## config.mk

```make
export PLATFORM = sky130hd
export DESIGN_NAME = ppq_ram
export DESIGN_NICKNAME = d
export VERILOG_FILES = /design/src/rtl/ppq_ram.sv
export SDC_FILE = /design/constraint.sdc
export NUM_CORES = 1
export LEC_CHECK = 0
export BUFFER_PORTS_ARGS = -buffer_cell sky130_fd_sc_hd__buf_2
export CAP_MARGIN = 15
export CORE_MARGIN = 2
export CORE_UTILIZATION = 47
export CTS_CLUSTER_DIAMETER = 50
export DETAILED_ROUTE_END_ITERATION = 8
export PLACE_DENSITY = 0.65
export SYNTH_ARGS = -nofsm -noshare
export SYNTH_HDL_FRONTEND = slang
export SYNTH_SLANG_ARGS = --single-unit
```

## constraint.sdc

```tcl
create_clock -name clk -period 1.8 [get_ports clk]
set_input_delay 0.36 -clock clk [delete_from_list [all_inputs] [get_ports clk]]
set_output_delay 0.36 -clock clk [all_outputs]
set_load 0.05 [all_outputs]
```

## src/rtl/ppq_ram.sv

```systemverilog
`default_nettype none

module ppq_ram #(
  parameter int DEPTH = 8,
  parameter int WIDTH = 8
) (
  input  wire logic                     clk,
  input  wire logic                     we,
  input  wire logic [$clog2(DEPTH)-1:0] waddr,
  input  wire logic [WIDTH-1:0]         wdata,
  input  wire logic                     re,
  input  wire logic [$clog2(DEPTH)-1:0] raddr,
  output logic      [WIDTH-1:0]         rdata
);

  logic [WIDTH-1:0] mem [DEPTH];

  always_ff @(posedge clk) begin
    if (we) begin
      mem[waddr] <= wdata;
    end
  end

  always_ff @(posedge clk) begin
    if (re) begin
      rdata <= mem[raddr];
    end
  end

endmodule

`default_nettype wire

```

==> results.yml <==
clock_network:
  clock_latency_ps: 330
  cts_tree: "done"
  clkSinkCount: 72
  cts_resized: 0
  htree_num_levels: 3
  path_clk_slew_ps: 70
  cts_made_buffers: 9
  cts_root_buffer: "clkbuf_8"
  postCtsSetupRepairBufs: 0
  cts_hold_buf: 0
  cts_buffer_depth: 2
synthesis:
  synth_edf_count: 72
  synth.avg_cell_area_um2: 24.3
  synth_top_area_share: 0.780
  ys_top_cells_by_area: "edfxtp_1, mux4_1, mux2_2"
  syn_inst: 114
  syn_nets: 131
  yosys.cell_types.count: 13
  yosysTopAreaCell: "edfxtp_1"
  ys.flop_type: "edfxtp_1"
  yosysWarningCount: 0
  synth_seq_cells: 72
  ys_seq_area_frac: 0.780
  syn_area_um2: 2770
  async_reset_ff_frac: 0
timing:
  max_freq_ghz: 0.711
  max_slew_margin: 0.736
  hold_viol_final: 0
  drv_slew: 0
  timing.final.crit_share: 0.782
  rsz0062_at_grt: "no"
  tightest_slew_ps: 396
  fin_skew_ps: 8.13
  finalWorstSetupSlack_ps: 393
  finalSetupViolCount: 0
  period_needed_ps: 1410
  finalSetupTns_ps: 0
worst_setup_path:
  rrSetupSlack_ps: 390
  endpoint_kind: "flop"
  cpPeakStageDelay_ps: 520
  endpoint: "rdata[3]"
  critical_path.cell_chain: "mux4_1 > mux2_2"
  cp_slowest_cell: "mux4_1"
  timing.rr.end: "rdata[3]"
  crit_type: "reg2reg"
  rr_startpoint: "mem[3][3]"
  critical_path_arrival_ps: 1500
  r2r_cells: 2
  setup.worst_path.start_class: "flop"
  critical_path.startpoint: "mem[3][3]"
  cp.required_ps: 1890
  worst-path-max-fanout: 1
outcome:
  status: "finished clean"
route:
  ant_nets: 0
  drc: 0
  wl_per_cell_um: 20.0
  drt-initial-drc-count: 83
  vias: 1293
  dr.pass1.iters: 4
  routed_wl_um: 4600
  vias_per_cell: 5.62
finish:
  drive_gt1_frac: 0.342
  n_antenna_cell: 0
  final_nets: 170
  syn2layout_area_growth_pct: 15.4
  fill_cells: 455
worst_hold_path:
  hold_class: "in2reg"
grt:
  grt_pass1_vias: 1297
  grt_max_degree: 17
  antenna_found_initial: 0
  grt_usage: 0.160
  grt_overflow: 0
  grt_pass1_wl_um: 6930
power:
  leakagePower_nw: 1.12
  power.density_nw_per_um2: 1040
  ir_worst_vdd_mv: 0.447
  power.total_w: 0.00332
floorplan:
  placementRows: 27
  die_h_um: 80.8
  die_x_um: 80.8
  die-area_um2: 6530
  boundaryPins: 25
  initial_core_util: 0.494
  core_area_um2: 5610
placed_design:
  place_ws_ps: 36.0
  place_congestion: 0.710
  portBuffers: 24
job:
  max-cap-violations: 0
placed cells by master, fill, tap and decap left out:
cell type / synthesis / routed
buf_12: 1 / 1
buf_2: 1 / 24
buf_4: 0 / 8
bufinv_16: 0 / 1
clkbuf_1: 1 / 2
clkbuf_8: 0 / 9
clkinv_1: 0 / 2
clkinv_2: 0 / 2
edfxtp_1: 72 / 72
mux2_2: 8 / 8
mux4_1: 15 / 15
mux4_2: 1 / 1
nand2_1: 2 / 2
nand2b_1: 3 / 3
nor2_1: 6 / 6
nor3_1: 2 / 2
flip-flops by register name (all words and copies together), names as in the netlist:
signal / count
mem: 64
rdata: 8
stage by stage:
stage	utilization	hold WS, ps	instances	cell area, um^2
detailed placement	0.538	633	214	3020
finish	0.570	294	230	3200
floorplan	-	459	114	2770
global route	0.570	298	230	3200
CTS	0.570	271	230	3200
global placement	0.538	614	214	3020
area by class of cell:
| class | count | area (um^2) | area share |
|---|---|---|---|
| Clock inverter | 5 | 47.5 | 0.0149 |
| Multi-Input combinational cell | 37 | 566 | 0.177 |
| Timing Repair Buffer | 33 | 200 | 0.0626 |
| Tap cell | 72 | 90.1 | 0.0282 |
| Sequential cell | 72 | 2160 | 0.676 |
| Clock buffer | 11 | 131 | 0.0411 |
how the worst min path moves through the flow:
| stage | startpoint | to | cells after the start |
|---|---|---|---|
| global placement | wdata[3] | mem[3][3] | 1 |
| CTS | wdata[3] | mem[0][3] | 1 |
| detailed placement | wdata[3] | mem[3][3] | 1 |
| global route | wdata[7] | mem[7][7] | 1 |
| finish | wdata[3] | mem[3][3] | 1 |
| floorplan | wdata[0] | mem[0][0] | 0 |
power by group:
part / internal, W / total, W / switching (W) / leakage, nW
combinational: 0.0000923 / 0.000232 / 0.000140 / 0.364
clock: 0.000627 / 0.00116 / 0.000531 / 0.0922
sequential: 0.00191 / 0.00193 / 0.0000127 / 0.660
synthesized netlist by cell type (2+ instances only):
| library cell | number |
|---|---|
| mux4_1 | 15 |
| mux2_2 | 8 |
| nand2b_1 | 3 |
| edfxtp_1 | 72 |
| nor3_1 | 2 |
| nor2_1 | 6 |
| nand2_1 | 2 |
critical path: cells and delay by family (launching register included):
family | cells | cell delay (ps)
flops | 1 | 380
mux | 2 | 790
logic make-up (layout without fill, tap and decap cells):
family | after synthesis | in the layout | share of synthesized area
flops | 72 | 72 | 0.780
buf+inv | 5 | 49 | 0.0158
mux | 24 | 24 | 0.183
simple gates | 13 | 13 | 0.0212
routing by layer:
metal / wire length [um] / track usage / vias to the layer above / share of wire
met5: 0 / 0 / - / 0
met4: 103 / 0.0966 / 0 / 0.022
met3: 162 / 0.0367 / 11 / 0.035
met2: 2240 / 0.242 / 33 / 0.49
met1: 2100 / 0.213 / 684 / 0.46
li1: - / - / 565 / -
Power figures use the tool's default switching activity.
